$ cat src/rtl/mapd_pkg.sv
`timescale 1ns / 1ps
// ----------------------------------------------------------------------------
// mapd_pkg: shared types and constants of the maze path enumerator
// Stack entry layout, configuration register indexes, direction codes and
// the command and status bundles between controller and datapath.
// ----------------------------------------------------------------------------
package mapd_pkg;

  // configuration port
  localparam int unsigned CfgIdxW  = 3;
  localparam int unsigned CfgDataW = 64;

  localparam logic [CfgIdxW-1:0] CFG_WALL_MAP  = 3'd0;
  localparam logic [CfgIdxW-1:0] CFG_START_ROW = 3'd1;
  localparam logic [CfgIdxW-1:0] CFG_START_COL = 3'd2;
  localparam logic [CfgIdxW-1:0] CFG_GOAL_ROW  = 3'd3;
  localparam logic [CfgIdxW-1:0] CFG_GOAL_COL  = 3'd4;

  // register reset values
  localparam logic [2:0] GOAL_ROW_RST = 3'd7;
  localparam logic [2:0] GOAL_COL_RST = 3'd7;

  // direction codes, tried in this order; DIR_NONE means all tried
  localparam logic [2:0] DIR_UP    = 3'd0;
  localparam logic [2:0] DIR_RIGHT = 3'd1;
  localparam logic [2:0] DIR_DOWN  = 3'd2;
  localparam logic [2:0] DIR_LEFT  = 3'd3;
  localparam logic [2:0] DIR_NONE  = 3'd4;

  // one stack entry: next direction to try and cell (row*8+col)
  typedef struct packed {
    logic [2:0] dir;
    logic [2:0] row;
    logic [2:0] col;
  } mapd_entry_t;

  // controller to datapath
  typedef struct packed {
    logic restart;     // clear the path and push the start cell
    logic rd_top;      // read the top of stack
    logic eval_step;   // record the chosen direction or pop the top
    logic push;        // push the chosen neighbor
    logic set_done;    // mark the search exhausted
    logic emit_first;  // point the emit index at the bottom entry
    logic emit_rd;     // read the entry under the emit index
    logic load_cell;   // load a path cell into the output register
    logic load_exh;    // load the exhausted item into the output register
  } mapd_cmd_t;

  // datapath to controller
  typedef struct packed {
    logic done;        // no search active
    logic empty;       // stack holds no cell
    logic is_goal;     // top entry is the goal cell
    logic move_found;  // a neighbor can be entered from the top entry
    logic emit_last;   // emit index is on the top entry
    logic out_free;    // output register can take an item this cycle
  } mapd_status_t;

endpackage

$ cat src/rtl/mapd_datapath.sv
`timescale 1ns / 1ps
// ----------------------------------------------------------------------------
// mapd_datapath: stack, visited map, neighbor check and output register
// Holds the configuration registers and the path stack memory, works out the
// next direction from the top entry and drives the result stream.
// ----------------------------------------------------------------------------
module mapd_datapath #(
  parameter int unsigned GRID_SIZE   = 8,
  parameter int unsigned STACK_DEPTH = 64
) (
  input  logic                             clk_i,
  input  logic                             rst_ni,
  input  logic                             cfg_valid_i,
  output logic                             cfg_ready_o,
  input  logic [mapd_pkg::CfgIdxW-1:0]     cfg_index_i,
  input  logic [mapd_pkg::CfgDataW-1:0]    cfg_data_i,
  input  mapd_pkg::mapd_cmd_t              cmd_i,
  output mapd_pkg::mapd_status_t           status_o,
  output logic                             m_axis_tvalid,
  input  logic                             m_axis_tready,
  output logic [7:0]                       m_axis_tdata,  // cell_row, cell_col, zeros
  output logic                             m_axis_tlast,  // last_cell
  output logic                             m_axis_tuser   // exhausted
);
  import mapd_pkg::*;

  localparam int unsigned AW = (STACK_DEPTH > 1) ? $clog2(STACK_DEPTH) : 1;
  localparam int unsigned DW = $clog2(STACK_DEPTH + 1);
  localparam logic [3:0]    GRID_W = 4'(GRID_SIZE);
  localparam logic [2:0]    GRID_MAX = 3'(GRID_SIZE - 1);
  localparam logic [DW-1:0] DEPTH_FULL = DW'(STACK_DEPTH);

  // configuration registers
  logic [63:0] wall_q;
  logic [2:0]  start_row_q, start_col_q, goal_row_q, goal_col_q;

  // search state
  logic [DW-1:0] depth_q, depth_d;
  logic [63:0]   visited_q, visited_d;
  logic          done_q, done_d;
  logic [AW-1:0] idx_q, idx_d;
  logic [5:0]    nxt_q, nxt_d;

  // stack memory port signals
  mapd_entry_t   stack_mem [STACK_DEPTH];
  mapd_entry_t   rd_q;
  logic          mem_we, mem_re;
  logic [AW-1:0] mem_wa, mem_ra;
  mapd_entry_t   mem_wd;

  // output register
  logic       out_valid_q;
  logic [2:0] out_row_q, out_col_q;
  logic       out_last_q, out_exh_q;

  logic [AW-1:0] top_addr;
  logic [5:0]    top_cell;
  logic          start_in;
  logic          full;
  logic [3:0]    dir_ok;
  logic [5:0]    dir_cell [4];
  logic          found;
  logic [1:0]    sel;
  logic          emit_last;
  logic          out_free;

  assign cfg_ready_o = 1'b1;

  // configuration writes
  always_ff @(posedge clk_i or negedge rst_ni) begin
    if (!rst_ni) begin
      wall_q      <= '0;
      start_row_q <= '0;
      start_col_q <= '0;
      goal_row_q  <= GOAL_ROW_RST;
      goal_col_q  <= GOAL_COL_RST;
    end else if (cfg_valid_i) begin
      case (cfg_index_i)
        CFG_WALL_MAP:  wall_q      <= cfg_data_i;
        CFG_START_ROW: start_row_q <= cfg_data_i[2:0];
        CFG_START_COL: start_col_q <= cfg_data_i[2:0];
        CFG_GOAL_ROW:  goal_row_q  <= cfg_data_i[2:0];
        CFG_GOAL_COL:  goal_col_q  <= cfg_data_i[2:0];
        default: ;
      endcase
    end
  end

  assign top_addr = AW'(depth_q - DW'(1));
  assign top_cell = {rd_q.row, rd_q.col};
  assign start_in = ({1'b0, start_row_q} < GRID_W) && ({1'b0, start_col_q} < GRID_W);
  assign full     = (depth_q >= DEPTH_FULL);

  // neighbor candidates of the top entry
  always_comb begin
    dir_cell[DIR_UP[1:0]]    = {rd_q.row - 3'd1, rd_q.col};
    dir_cell[DIR_RIGHT[1:0]] = {rd_q.row, rd_q.col + 3'd1};
    dir_cell[DIR_DOWN[1:0]]  = {rd_q.row + 3'd1, rd_q.col};
    dir_cell[DIR_LEFT[1:0]]  = {rd_q.row, rd_q.col - 3'd1};
    dir_ok[DIR_UP[1:0]]      = (rd_q.row != 3'd0);
    dir_ok[DIR_RIGHT[1:0]]   = (rd_q.col < GRID_MAX);
    dir_ok[DIR_DOWN[1:0]]    = (rd_q.row < GRID_MAX);
    dir_ok[DIR_LEFT[1:0]]    = (rd_q.col != 3'd0);
    for (int k = 0; k < 4; k++) begin
      dir_ok[k] = dir_ok[k] && !wall_q[dir_cell[k]] && !visited_q[dir_cell[k]] &&
                  !full && (3'(k) >= rd_q.dir);
    end
  end

  // first open direction wins
  always_comb begin
    found = 1'b0;
    sel   = '0;
    for (int k = 3; k >= 0; k--) begin
      if (dir_ok[k]) begin
        found = 1'b1;
        sel   = 2'(k);
      end
    end
  end

  assign emit_last = ((DW'(idx_q) + DW'(1)) == depth_q);
  assign out_free  = !out_valid_q || m_axis_tready;

  // stack write and read port selection
  always_comb begin
    mem_we = 1'b0;
    mem_wa = '0;
    mem_wd = '{dir: DIR_UP, row: start_row_q, col: start_col_q};
    if (cmd_i.restart && start_in) begin
      mem_we = 1'b1;
    end else if (cmd_i.eval_step && found) begin
      mem_we = 1'b1;
      mem_wa = top_addr;
      mem_wd = '{dir: {1'b0, sel} + 3'd1, row: rd_q.row, col: rd_q.col};
    end else if (cmd_i.push) begin
      mem_we = 1'b1;
      mem_wa = AW'(depth_q);
      mem_wd = '{dir: DIR_UP, row: nxt_q[5:3], col: nxt_q[2:0]};
    end
    mem_re = cmd_i.rd_top || cmd_i.emit_rd;
    mem_ra = cmd_i.emit_rd ? idx_q : top_addr;
  end

  // stack memory
  always_ff @(posedge clk_i) begin
    if (mem_we) begin
      stack_mem[mem_wa] <= mem_wd;
    end
    if (mem_re) begin
      rd_q <= stack_mem[mem_ra];
    end
  end

  // depth, visited map, done flag, emit index
  always_comb begin
    depth_d   = depth_q;
    visited_d = visited_q;
    done_d    = done_q;
    idx_d     = idx_q;
    nxt_d     = nxt_q;
    if (cmd_i.restart) begin
      depth_d   = '0;
      visited_d = '0;
      done_d    = 1'b1;
      if (start_in) begin
        depth_d                               = DW'(1);
        visited_d[{start_row_q, start_col_q}] = 1'b1;
        done_d                                = 1'b0;
      end
    end else if (cmd_i.eval_step) begin
      if (found) begin
        nxt_d = dir_cell[sel];
      end else begin
        depth_d             = depth_q - DW'(1);
        visited_d[top_cell] = 1'b0;
      end
    end else if (cmd_i.push) begin
      depth_d          = depth_q + DW'(1);
      visited_d[nxt_q] = 1'b1;
    end else if (cmd_i.load_cell) begin
      if (emit_last) begin
        depth_d             = depth_q - DW'(1);
        visited_d[top_cell] = 1'b0;
      end else begin
        idx_d = idx_q + AW'(1);
      end
    end
    if (cmd_i.emit_first) begin
      idx_d = '0;
    end
    if (cmd_i.set_done) begin
      done_d = 1'b1;
    end
  end

  always_ff @(posedge clk_i or negedge rst_ni) begin
    if (!rst_ni) begin
      depth_q   <= '0;
      visited_q <= '0;
      done_q    <= 1'b1;
    end else begin
      depth_q   <= depth_d;
      visited_q <= visited_d;
      done_q    <= done_d;
    end
  end

  always_ff @(posedge clk_i) begin
    idx_q <= idx_d;
    nxt_q <= nxt_d;
  end

  // output register
  always_ff @(posedge clk_i or negedge rst_ni) begin
    if (!rst_ni) begin
      out_valid_q <= 1'b0;
    end else if (cmd_i.load_cell || cmd_i.load_exh) begin
      out_valid_q <= 1'b1;
    end else if (m_axis_tready) begin
      out_valid_q <= 1'b0;
    end
  end

  always_ff @(posedge clk_i) begin
    if (cmd_i.load_cell) begin
      out_row_q  <= rd_q.row;
      out_col_q  <= rd_q.col;
      out_last_q <= emit_last;
      out_exh_q  <= 1'b0;
    end else if (cmd_i.load_exh) begin
      out_row_q  <= '0;
      out_col_q  <= '0;
      out_last_q <= 1'b0;
      out_exh_q  <= 1'b1;
    end
  end

  assign m_axis_tvalid = out_valid_q;
  assign m_axis_tdata  = {2'b00, out_col_q, out_row_q};
  assign m_axis_tlast  = out_last_q;
  assign m_axis_tuser  = out_exh_q;

  // status to the controller
  assign status_o.done       = done_q;
  assign status_o.empty      = (depth_q == '0);
  assign status_o.is_goal    = (rd_q.row == goal_row_q) && (rd_q.col == goal_col_q);
  assign status_o.move_found = found;
  assign status_o.emit_last  = emit_last;
  assign status_o.out_free   = out_free;

endmodule

$ cat src/rtl/mapd_ctrl.sv
`timescale 1ns / 1ps
// ----------------------------------------------------------------------------
// mapd_ctrl: search sequencer
// Accepts a request, steps the depth-first search one stack entry at a time
// and sequences the emission of a found path or of the exhausted item.
// ----------------------------------------------------------------------------
module mapd_ctrl (
  input  logic                   clk_i,
  input  logic                   rst_ni,
  input  logic                   s_axis_tvalid,
  output logic                   s_axis_tready,
  input  logic                   restart_i,
  input  mapd_pkg::mapd_status_t status_i,
  output mapd_pkg::mapd_cmd_t    cmd_o
);
  import mapd_pkg::*;

  typedef enum logic [6:0] {
    ST_IDLE     = 7'b0000001,
    ST_CHECK    = 7'b0000010,
    ST_EVAL     = 7'b0000100,
    ST_PUSH     = 7'b0001000,
    ST_EMIT_RD  = 7'b0010000,
    ST_EMIT_OUT = 7'b0100000,
    ST_EXH      = 7'b1000000
  } mapd_state_e;

  mapd_state_e state_q, state_d;

  // next state and commands
  always_comb begin
    state_d       = state_q;
    cmd_o         = '0;
    s_axis_tready = 1'b0;
    case (state_q)
      ST_IDLE: begin
        s_axis_tready = 1'b1;
        if (s_axis_tvalid) begin
          cmd_o.restart = restart_i;
          state_d       = ST_CHECK;
        end
      end
      ST_CHECK: begin
        if (status_i.done || status_i.empty) begin
          cmd_o.set_done = 1'b1;
          state_d        = ST_EXH;
        end else begin
          cmd_o.rd_top = 1'b1;
          state_d      = ST_EVAL;
        end
      end
      ST_EVAL: begin
        if (status_i.is_goal) begin
          cmd_o.emit_first = 1'b1;
          state_d          = ST_EMIT_RD;
        end else begin
          cmd_o.eval_step = 1'b1;
          state_d         = status_i.move_found ? ST_PUSH : ST_CHECK;
        end
      end
      ST_PUSH: begin
        cmd_o.push = 1'b1;
        state_d    = ST_CHECK;
      end
      ST_EMIT_RD: begin
        cmd_o.emit_rd = 1'b1;
        state_d       = ST_EMIT_OUT;
      end
      ST_EMIT_OUT: begin
        if (status_i.out_free) begin
          cmd_o.load_cell = 1'b1;
          state_d         = status_i.emit_last ? ST_IDLE : ST_EMIT_RD;
        end
      end
      ST_EXH: begin
        if (status_i.out_free) begin
          cmd_o.load_exh = 1'b1;
          state_d        = ST_IDLE;
        end
      end
      default: begin
        state_d = ST_IDLE;
      end
    endcase
  end

  always_ff @(posedge clk_i or negedge rst_ni) begin
    if (!rst_ni) begin
      state_q <= ST_IDLE;
    end else begin
      state_q <= state_d;
    end
  end

endmodule

$ cat src/rtl/maze_all_paths_dfs.sv
`timescale 1ns / 1ps
// ----------------------------------------------------------------------------
// maze_all_paths_dfs: enumerator of all simple paths in a grid maze
// Depth-first backtracking search from start to goal cell; each request
// yields the next path, one cell per item, or one exhausted item.
// ----------------------------------------------------------------------------
// One request at a time: a request is taken, the search runs until the next
// path reaches the goal, and the path streams out start first, goal last with
// tlast, or a single item with tuser set once no path is left. The search
// walks a stack memory with one read port, so each forward move takes the
// steps read top, choose direction and push, and each backtrack only read
// top and choose direction; each path cell is read from the stack and then
// loaded into the output register, which waits while the output stalls.
// The total per request depends on the maze and the number of search steps.
// The last item of a request may still wait in the output register while
// the next request is taken.
module maze_all_paths_dfs #(
  parameter int unsigned GRID_SIZE   = 8,
  parameter int unsigned STACK_DEPTH = 64
) (
  input  logic                          clk_i,
  input  logic                          rst_ni,
  // configuration write channel
  input  logic                          cfg_valid_i,
  output logic                          cfg_ready_o,
  input  logic [mapd_pkg::CfgIdxW-1:0]  cfg_index_i,
  input  logic [mapd_pkg::CfgDataW-1:0] cfg_data_i,
  // request stream
  input  logic                          s_axis_tvalid,
  output logic                          s_axis_tready,
  input  logic [7:0]                    s_axis_tdata,   // restart, zeros
  // path cell stream
  output logic                          m_axis_tvalid,
  input  logic                          m_axis_tready,
  output logic [7:0]                    m_axis_tdata,   // cell_row, cell_col, zeros
  output logic                          m_axis_tlast,   // last_cell
  output logic                          m_axis_tuser    // exhausted
);
  import mapd_pkg::*;

  mapd_cmd_t    cmd;
  mapd_status_t status;

  // search sequencer
  mapd_ctrl u_ctrl (
    .clk_i         (clk_i),
    .rst_ni        (rst_ni),
    .s_axis_tvalid (s_axis_tvalid),
    .s_axis_tready (s_axis_tready),
    .restart_i     (s_axis_tdata[0]),
    .status_i      (status),
    .cmd_o         (cmd)
  );

  // stack, maps and output register
  mapd_datapath #(
    .GRID_SIZE   (GRID_SIZE),
    .STACK_DEPTH (STACK_DEPTH)
  ) u_datapath (
    .clk_i         (clk_i),
    .rst_ni        (rst_ni),
    .cfg_valid_i   (cfg_valid_i),
    .cfg_ready_o   (cfg_ready_o),
    .cfg_index_i   (cfg_index_i),
    .cfg_data_i    (cfg_data_i),
    .cmd_i         (cmd),
    .status_o      (status),
    .m_axis_tvalid (m_axis_tvalid),
    .m_axis_tready (m_axis_tready),
    .m_axis_tdata  (m_axis_tdata),
    .m_axis_tlast  (m_axis_tlast),
    .m_axis_tuser  (m_axis_tuser)
  );

endmodule

$ cat config.mk
export PLATFORM = sky130hd
export DESIGN_NAME = maze_all_paths_dfs
export DESIGN_NICKNAME = d
export VERILOG_FILES = /design/src/rtl/mapd_pkg.sv /design/src/rtl/mapd_datapath.sv /design/src/rtl/mapd_ctrl.sv /design/src/rtl/maze_all_paths_dfs.sv
export SDC_FILE = /design/constraint.sdc
export NUM_CORES = 1
export LEC_CHECK = 0
export BUFFER_PORTS_ARGS = -buffer_cell sky130_fd_sc_hd__buf_2
export CORE_MARGIN = 5
export CORE_UTILIZATION = 60
export DETAILED_ROUTE_END_ITERATION = 6
export HOLD_SLACK_MARGIN = 0.12
export PLACE_DENSITY_LB_ADDON = 0.25
export SYNTH_ARGS = -nofsm -noshare
export SYNTH_HDL_FRONTEND = slang
export SYNTH_SLANG_ARGS = --single-unit
$ cat constraint.sdc
create_clock -name clk_i -period 20.1 [get_ports clk_i]
set_input_delay 4.02 -clock clk_i [delete_from_list [all_inputs] [get_ports clk_i]]
set_output_delay 4.02 -clock clk_i [all_outputs]
set_load 0.02 [all_outputs]
Yosys cells after proc, flatten, opt, wreduce, memory -nomap -nowiden
Memories as Yosys holds them, arrays and structs flattened. A register that Yosys moved wholly into a read port is not among the register bits. Index checks and enable logic that the tools add are counted.

Register bits: 176. Memory bits (writable): 576. Input port bits: 80. Output and inout port bits: 13. Word-level logic and storage cells: 213. Memories kept: 1.

Memories: u_datapath.stack_mem (depth 64, width 9, read ports 1, clocked after Yosys merged registers in 1, write ports 1, line mapd_datapath.sv:45) `mapd_entry_t stack_mem [STACK_DEPTH];`.

Add/sub/neg operators: 9. Magnitude comparators: 18. Eq/ne operators: 18. Muxes and demuxes: 90. Bitwise gates (word level): 8. Reduce and logical (&&, ||, !) cells: 53.

Operators with widths (number): 2-to-1 mux 64 bit (6); 2-to-1 mux 7 bit (11); AND 64 bit (1); NOT 64 bit (1); bitwise OR 64 bit (1); less-than comparator 6 x 7 -> 1 bit, second input constant (7); one-hot mux 7 bit (7 select lines) (1); binary-select mux 1 bit (select 6 bit) (8); 2-to-1 mux 1 bit (42); 2-to-1 mux 6 bit (7); logical AND 1 bit (21); demux 1 bit (select 6 bit) (3); >= comparator 6 x 1 -> 1 bit, second input constant (3); 2-to-1 mux 9 bit (2); binary-select mux 6 bit (select 2 bit) (1); logical NOT 1 bit (10); AND reduction 2 bit (5); 2-to-1 mux 3 bit (3); AND reduction 3 bit (3); 2-to-1 mux 2 bit (4); nonzero test 4 bit (2); adder 6 x 1 -> 7 bit, second input constant (1); adder 7 x 1 -> 7 bit, second input constant (1); equality test 7 x 1 -> 1 bit, second input constant (1); other kinds (34) (51).

Longest topological paths before layout
Gate-level depths: netlist of the first run.

Depth after elaboration: 17. Mapped depth: 17. Depth with buffers taken out: 11.

Hierarchy
A second synthesis of the first run with hierarchy kept.

Cell total of the unflattened synthesis: 2381. Area, all modules: 35049.9 um2.

By module, submodules not included: mapd_datapath (instances 1, cells an instance 2322, area each 34513.1 um2, seq. area each 21834.7 um2); mapd_ctrl (instances 1, cells an instance 59, area each 536.8 um2, seq. area each 176.4 um2).

Worst setup path before layout of the first run
Ideal clock, no wire load.

Kind: reg2reg. Start: reg u_datapath.dir_cell[6] (netlist name). End: mem u_datapath.stack_mem[0][3] (netlist bit) (data pin). Library setup time: 0.739 ns. Arrival: 6.436 ns. Required time: 19.361 ns. Setup slack: 12.925 ns. Cell stages (with the launch flop): 15. Path buffers: 3. Clock period less this slack: 7.175 ns. Cell sequence: edfxtp_1 buf_6 inv_1 clkbuf_1 ha_1 xnor2_2 mux4_2 a2111oi_2 nand2_1 nor3_1 nor4b_4 nor2_1 buf_2 nor2_1 a221oi_1.

RTL lines (line): to (decl) (mapd_datapath.sv:45).

Worst setup path in the final report of the first run
Start: reg u_datapath.dir_cell[6] (netlist name). End: mem u_datapath.stack_mem[63][4] (netlist bit), enable pin.

Word-level cells in the longest chain between the ends: 17. Elaborated cells between the ends (all ways): 59. Classes of those cells: 2 x add/sub; 1 x order compare; 1 x eq/ne; 28 x mux; 27 x reduce/logical.

RTL lines: subtractor 3 x 1 -> 3 bit (line mapd_datapath.sv:99) `dir_cell[DIR_LEFT[1:0]] = {rd_q.row, rd_q.col - 3'd1};`; binary-select mux 1 bit (select 6 bit) (line mapd_datapath.sv:105) `dir_ok[k] = dir_ok[k] && !wall_q[dir_cell[k]] && !visited_q[dir_cell[k]] &&`; 2-to-1 mux 1 bit (not written as such) (line mapd_datapath.sv:105); logical NOT 1 bit (line mapd_datapath.sv:105); logical AND 1 bit (3 in series) (line mapd_datapath.sv:105); logical AND 1 bit (line mapd_datapath.sv:106) `!full && (3'(k) >= rd_q.dir);`; 2-to-1 mux 1 bit (4 in series) (line mapd_datapath.sv:115) `if (dir_ok[k]) begin`; logical AND 1 bit * (line mapd_datapath.sv:132) `end else if (cmd_i.eval_step && found) begin`; 2-to-1 mux 1 bit (line mapd_datapath.sv:132); 2-to-1 mux 1 bit (line mapd_datapath.sv:130) `if (cmd_i.restart && start_in) begin`; 2-to-1 mux 1 bit (line mapd_datapath.sv:147) `if (mem_we) begin`; 2-to-1 mux 1 bit (not written as such) (line mapd_datapath.sv:148) `stack_mem[mem_wa] <= mem_wd;`.

Mark *: on every way between the ends. The rest lies on a longest branch, timed or not. The select of a mux whose other input is x is not followed.

==> flow_summary_export.csv, run 1 <==
group,metric,value,unit
clocking,cts_hold_buf,0,
synth,synth_edf_count,598,
clocking,clkSinkCount,761,
worst_setup_path,r2r_start,"u_datapath.dir_cell[6]",
clocking,path_clk_slew,0.06,ns
routing,vias_per_cell,6.79,
timing,fin_skew,0.0394,ns
worst_setup_path,cpMostUsedCell,"buf_4",
min_path,hp-class,"flop to flop",
floorplanning,io_pins,93,
routing,antenna_left,0,
synth,synth_cell_types,79,
global_route,track_usage,27.9,%
synth,yosys_most_used_dff,"edfxtp_1",
worst_setup_path,path_cells,"buf_4 -> inv_1 -> ha_1 -> xnor2_2 -> buf_4 -> mux4_2 -> a2111oi_2 -> nand2_1 -> nor3_1 -> nor4b_4 -> buf_4 -> a211oi_1 -> o21ai_0 -> nor2_1",
worst_setup_path,crit_arrival,6.76,ns
clocking,postCtsSetupRepairBufs,0,
synth,yosysWarningCount,0,
final_layout,layout-drive-gt1-share,24.1,%
clocking,cts_tree,"yes",
final_layout,fin_nets,2484,
min_path,holdPathEnd,"u_datapath.m_axis_tuser",
final_layout,n_antenna_cell,0,
worst_setup_path,path_class,"flop to flop",
worst_setup_path,slowest_delay,1.04,ns
routing,wl,87800,um
synth,synthArstFlopShare,20.5,%
floorplanning,start_util,60.8,%
worst_setup_path,slowest_stage,"nor2_1",
synth,syn_inst,2300,
timing,setup_viol,0,
global_route,grt_antenna_before_repair,0,
global_route,grt_max_degree,145,
min_path,hold_depth,2,
job,cap_violations,0,
timing,period_needed,6.51,ns
worst_setup_path,crit_path_end_kind,"flop",
worst_setup_path,worstSetupStartpointType,"flop",
power,p_total,5.46,mW
worst_setup_path,reg2regPathDepth,14,
timing,period_share,32.4,%
routing,via_count,21800,
clocking,root_buffer,"clkbuf_16",
floorplanning,die-area,62200,um^2
power,p_per_area,142,nW/um^2
global_route,grt_pass1_vias,21700,
power,leakage,13.1,nW
timing,rsz0062_at_grt,"false",
placed_design,gp_congestion,0.951,
floorplanning,rows,87,
synth,yosysSeqAreaShare,64.0,%
timing,worst_pin_slew,1.43,ns
global_route,grt_pass1_wl,133000,um
clocking,cts_buffers,78,
timing,drv_slew,0,
routing,drc,0,
power,ir_drop,0.175,mV
worst_setup_path,r2r_slack,13.59,ns
floorplanning,die_h,249,um
timing,max_slew_margin,3.65,%
worst_setup_path,path_max_fanout,47,
timing,hold_viol_final,0,
placed_design,port_buffers,82,
global_route,overflow,0,
run_status,status,"complete, no violations",
worst_setup_path,reg2reg_to,"u_datapath.stack_mem[63][4]",
final_layout,area_growth,12.0,%
clocking,insertion_delay,0.65,ns
timing,setup_tns,0,ns
synth,avgSynthCellArea,15.0,um^2
routing,dr.pass1.iters,6,
clocking,h-tree-depth,3,
timing,fmax,154,MHz
routing,drt_iter0_markers,2332,
synth,syn_area,34400,um^2
worst_setup_path,required,20.36,ns
synth,synth_seq_cells,761,
placed_design,place_hpwl,54100,um
clocking,clk_path_buf_depth,3,
floorplanning,die_x,249,um
min_path,min_from,"u_datapath.m_axis_tuser",
floorplanning,core,56600,um^2
clocking,cts_resized,0,
routing,routedWlPerCell,27.3,um
synthesized netlist by cell type (31+ instances only):
cell / count / area, um^2
buf_2: 37 / 185
mux2i_1: 149 / 1490
buf_1: 31 / 116
edfxtp_1: 598 / 18000
nand2_1: 131 / 492
nor2_1: 123 / 462
mux4_2: 163 / 3670
a21oi_1: 187 / 936
dfrtp_1: 148 / 3700
o21ai_0: 95 / 475
clkbuf_1: 70 / 263
nor3_1: 107 / 536
a211oi_1: 73 / 548
mux2_2: 82 / 923
report_power, final:
| group | internal [mW] | switching (mW) | total [mW] | leakage, nW |
|---|---|---|---|---|
| logic | 0.821 | 1.23 | 2.05 | 4.55 |
| clock network | 0.827 | 0.629 | 1.46 | 1.28 |
| registers | 1.86 | 0.0971 | 1.96 | 7.29 |
| total | 3.51 | 1.96 | 5.46 | 13.1 |
flip-flops by register name, summed over array words and instances, names as in the netlist:
signal	flops
u_datapath.stack_mem	576
u_datapath.visited_q	64
u_datapath.wall_q	64
u_ctrl.state_q	7
u_datapath.depth_q	7
u_datapath.dir_cell	6
u_datapath.idx_q	6
u_datapath.nxt_q	6
u_datapath.goal_col_q	3
u_datapath.goal_row_q	3
u_datapath.out_col_q	3
u_datapath.out_row_q	3
u_datapath.rd_q	3
u_datapath.start_col_q	3
u_datapath.start_row_q	3
u_datapath.done_q	1
u_datapath.m_axis_tlast	1
u_datapath.m_axis_tuser	1
u_datapath.m_axis_tvalid	1
worst max path at each step:
stage	startpoint	to	slack, ns
6_report	u_datapath.dir_cell[6]	u_datapath.stack_mem[63][4]	13.59
5_1_grt	u_datapath.dir_cell[6]	u_datapath.stack_mem[63][8]	13.39
4_1_cts	u_datapath.dir_cell[6]	u_datapath.stack_mem[63][4]	13.82
3_5_place_dp	s_axis_tvalid	u_datapath.depth_q[5]	13.32
3_3_place_gp	s_axis_tvalid	u_datapath.depth_q[3]	13.36
2_1_floorplan	u_datapath.dir_cell[6]	u_datapath.stack_mem[0][3]	12.92
metrics by stage:
stage / hold slack, ns / worst slack, ns / cells / utilization [%] / instance area (um^2)
final: 0.510 / 13.59 / 3213 / 68.1 / 38500
after global routing: 0.547 / 13.39 / 3213 / 68.1 / 38500
after CTS: 0.508 / 13.82 / 3213 / 68.1 / 38500
after detailed placement: 0.497 / 13.32 / 3070 / 63.5 / 35900
after global placement: 0.487 / 13.36 / 3070 / 63.5 / 35900
after floorplan: 0.467 / 12.92 / 2301 / - / 34400
worst max-delay path, delay by kind of cell, from the launching register on:
kind                       cells  cell delay, ns
AOI/OAI and AO/OA              3            1.48
xor gates and xnor gates       1            0.12
adders and majority gates      1            0.44
buffers and inverters          4            1.50
DFF                            1            0.32
muxes                          1            0.59
and+or+nand+nor                4            1.64
cell families (layout without fill, tap and decap cells):
kind of cell    Yosys count  in the layout  synth area share [%]
fa+ha+maj                10             10                 0.364
simple gates            465            465                  6.34
xor+xnor                 34             34                 0.942
mux                     395            395                  17.7
buf+inv                 170            326                  2.20
other cells               2              3                0.0218
flops                   761            761                  64.0
compound gates          463            463                  8.44
layer usage:
metal	part of all wire (%)	up-vias	routed length, um	GRT usage (%)
li1	-	9295	-	-
met1	40	11100	34700	39.5
met2	47	1224	41600	43.8
met3	9.6	234	8430	6.29
met4	3.5	0	3040	9.22
met5	0	-	0	0
cell type report:
| type | instances | area, um^2 |
|---|---|---|
| clock buffers | 99 | 2120 |
| clock inverters | 44 | 488 |
| fillers | 3753 | 18100 |
| inverters | 20 | 75.1 |
| multi-input cells | 1370 | 11800 |
| flip-flops and latches | 761 | 22000 |
| well taps | 756 | 946 |
| repair buffers | 163 | 1040 |
cells in the final DEF, fill, tap and decap left out, types with 10 or more instances in the layout:
cell type  synthesis  routed
edfxtp_1         598     598
a21oi_1          187     185
mux4_2           163     163
mux2i_1          149     149
dfrtp_1          148     148
nand2_1          131     131
nor2_1           123     123
nor3_1           107      92
o21ai_0           95      90
mux2_2            82      82
buf_2             37      81
clkbuf_16          0      80
buf_4              5      80
a211oi_1          73      73
nand3_1           21      21
clkinv_2           0      21
xnor2_1           19      19
inv_1             18      18
nor3_2             0      15
clkbuf_1          70      14
xor2_1            13      13
a221o_1           15      10
a31oi_1           10      10
ha_1              10      10
Power figures use the tool's default switching activity.
==> run 2, diff against run 1 <==
- clock period: 20.1 -> 6.6 ns (I/O delays scaled with it)
==> run 2 against run 1 <==
Against the previous run: global-route usage is 0.19 points higher; worst hold slack better by 0.0065 ns; sequential power grew to 3.0 times the previous value; critical path depth stayed put; clock-buffer cell count is 6 lower; via count hardly changed; sequential share of layout area is 0.44 points lower; sequential cell count stayed put.
==> flow_summary_export.csv, run 2 (synthesis gave the netlist of run 1 again) <==
group,metric,value,unit
job,cap_violations,0,
routing,routedWlPerCell,27.2,um
clocking,cts_buffers,79,
worst_setup_path,path_class,"flop to flop",
routing,dr.pass1.iters,6,
global_route,grt_max_degree,145,
global_route,grt_pass1_vias,21500,
floorplanning,start_util,60.8,%
floorplanning,io_pins,93,
final_layout,fin_util,68.6,%
timing,max_slew_margin,3.69,%
timing,setup_viol,0,
worst_setup_path,cpMostUsedCell,"buf_4",
power,p_per_area,435,nW/um^2
global_route,grt_antenna_before_repair,0,
worst_setup_path,path_cells,"buf_4 -> buf_4 -> and2_1 -> a22oi_1 -> o221a_2 -> a22oi_1 -> o21a_1 -> a211oi_2 -> nor4b_4 -> buf_4 -> o31ai_1 -> a211o_1 -> a2111oi_2 -> buf_4",
power,clockPowerShare,27.3,%
timing,period_needed,5.75,ns
floorplanning,rows,87,
final_layout,fin_nets,2510,
clocking,h-tree-depth,3,
final_layout,n_antenna_cell,0,
floorplanning,die-area,62200,um^2
final_layout,regMostFlops,"u_datapath.stack_mem",
placed_design,gp_congestion,0.973,
timing,fin_skew,0.0261,ns
global_route,track_usage,28.1,%
power,combPwrFrac,37.4,%
timing,period_share,87.1,%
timing,drv_slew,0,
min_path,hp-class,"flop to flop",
clocking,clkSinkCount,761,
placed_design,place_hpwl,54700,um
final_layout,final_cell_mix,"edfxtp_1 (598), a21oi_1 (185), mux4_2 (163)",
clocking,clk_path_buf_depth,3,
timing,fmax,174,MHz
worst_setup_path,crit_arrival,6.07,ns
power,ir_drop,0.836,mV
clocking,cts_resized,0,
power,p_sw,5.92,mW
clocking,path_clk_slew,0.06,ns
timing,worst_pin_slew,1.44,ns
power,leakage,13.3,nW
worst_setup_path,required,6.92,ns
global_route,grt_pass1_wl,134000,um
global_route,overflow,0,
routing,drc,0,
run_status,status,"complete, no violations",
final_layout,largest_register_ffs,576,
clocking,postCtsSetupRepairBufs,0,
clocking,insertion_delay,0.64,ns
final_layout,layout_commonest_cell,"edfxtp_1",
timing,rsz0062_at_grt,"false",
routing,vias_per_cell,6.73,
routing,antenna_left,0,
routing,via_count,21800,
routing,wl,88300,um
power,power_frac_seq,35.3,%
worst_setup_path,path_max_fanout,19,
worst_setup_path,crit_path_end_kind,"flop",
floorplanning,die_x,249,um
final_layout,reg_top3,"u_datapath.stack_mem: 576 flops, u_datapath.visited_q: 64 flops, u_datapath.wall_q: 64 flops",
power,p_total,16.9,mW
routing,drt_iter0_markers,2679,
clocking,cts_tree,"yes",
placed_design,port_buffers,82,
floorplanning,core,56600,um^2
clocking,cts_hold_buf,0,
power,p_int,11.0,mW
worst_setup_path,slowest_stage,"edfxtp_1",
clocking,root_buffer,"clkbuf_16",
final_layout,area_growth,12.8,%
final_layout,layout-drive-gt1-share,24.6,%
timing,setup_tns,0,ns
worst_setup_path,worstSetupStartpointType,"flop",
power,swShare,35.1,%
timing,hold_viol_final,0,
floorplanning,die_h,249,um
worst_setup_path,slowest_delay,0.74,ns
run 2: changes by cell type in the layout (fill, tap and decap cells not counted), sizes merged:
cell / before / now
bufinv: 5 / 11
inv: 23 / 25
clkinvlp: 2 / 5
buf: 163 / 188
clkinv: 34 / 33
clkbuf: 99 / 93
run 2: layout make-up:
cell class / instances / area (um^2)
clock inverters: 54 / 616
clock buffers: 93 / 2090
flip-flops and latches: 761 / 22000
fillers: 3749 / 17800
inverters: 20 / 75.1
multi-input cells: 1370 / 11800
well taps: 756 / 946
repair buffers: 188 / 1290
run 2: final timing paths:
check,from,endpoint,slack (ns),cells after the start
max,u_datapath.dir_cell[8],u_datapath.stack_mem[3][2],0.85,14
min,u_datapath.visited_q[7],u_datapath.visited_q[7],0.52,2
max reg2reg,u_datapath.dir_cell[8],u_datapath.stack_mem[3][2],0.85,14
min reg2reg,u_datapath.visited_q[7],u_datapath.visited_q[7],0.52,2
max in group asynchronous,rst_ni,u_datapath.wall_q[12],4.43,2
min in group asynchronous,rst_ni,u_datapath.wall_q[32],0.70,1
run 2: per-stage QoR:
step | hold WS, ns | setup WS (ns) | std cells | cell area (um^2)
after floorplan | 0.467 | 0.145 | 2301 | 34400
after global placement | 0.487 | 1.01 | 3095 | 36100
after detailed placement | 0.501 | 0.914 | 3095 | 36100
after CTS | 0.513 | 0.934 | 3242 | 38800
after global routing | 0.540 | 0.657 | 3242 | 38800
final | 0.517 | 0.854 | 3242 | 38800
run 2: layer usage:
layer,part of all wire (%),vias up,track usage (%)
met5,0,-,0
met2,47,1272,43.9
met4,3.7,0,9.85
li1,-,9355,-
met1,40,11000,40.0
met3,9.5,225,6.02
run 2: power groups by stage:
stage / sequential, mW / combinational, mW / clock [mW]
floorplan: 5.90 / 4.45 / 0
global placement: 6.03 / 6.11 / 0
detailed placement: 6.04 / 6.21 / 0
CTS: 5.95 / 6.27 / 4.67
global route: 5.98 / 6.68 / 4.89
finish: 5.96 / 6.31 / 4.61
run 2: critical path: cells and delay by family, from the launching register on:
family                 cells  cell delay [ns]
AOI/OAI and AO/OA          8             2.41
buffers and inverters      4             1.24
DFF                        1             0.74
and+or+nand+nor            2             1.03
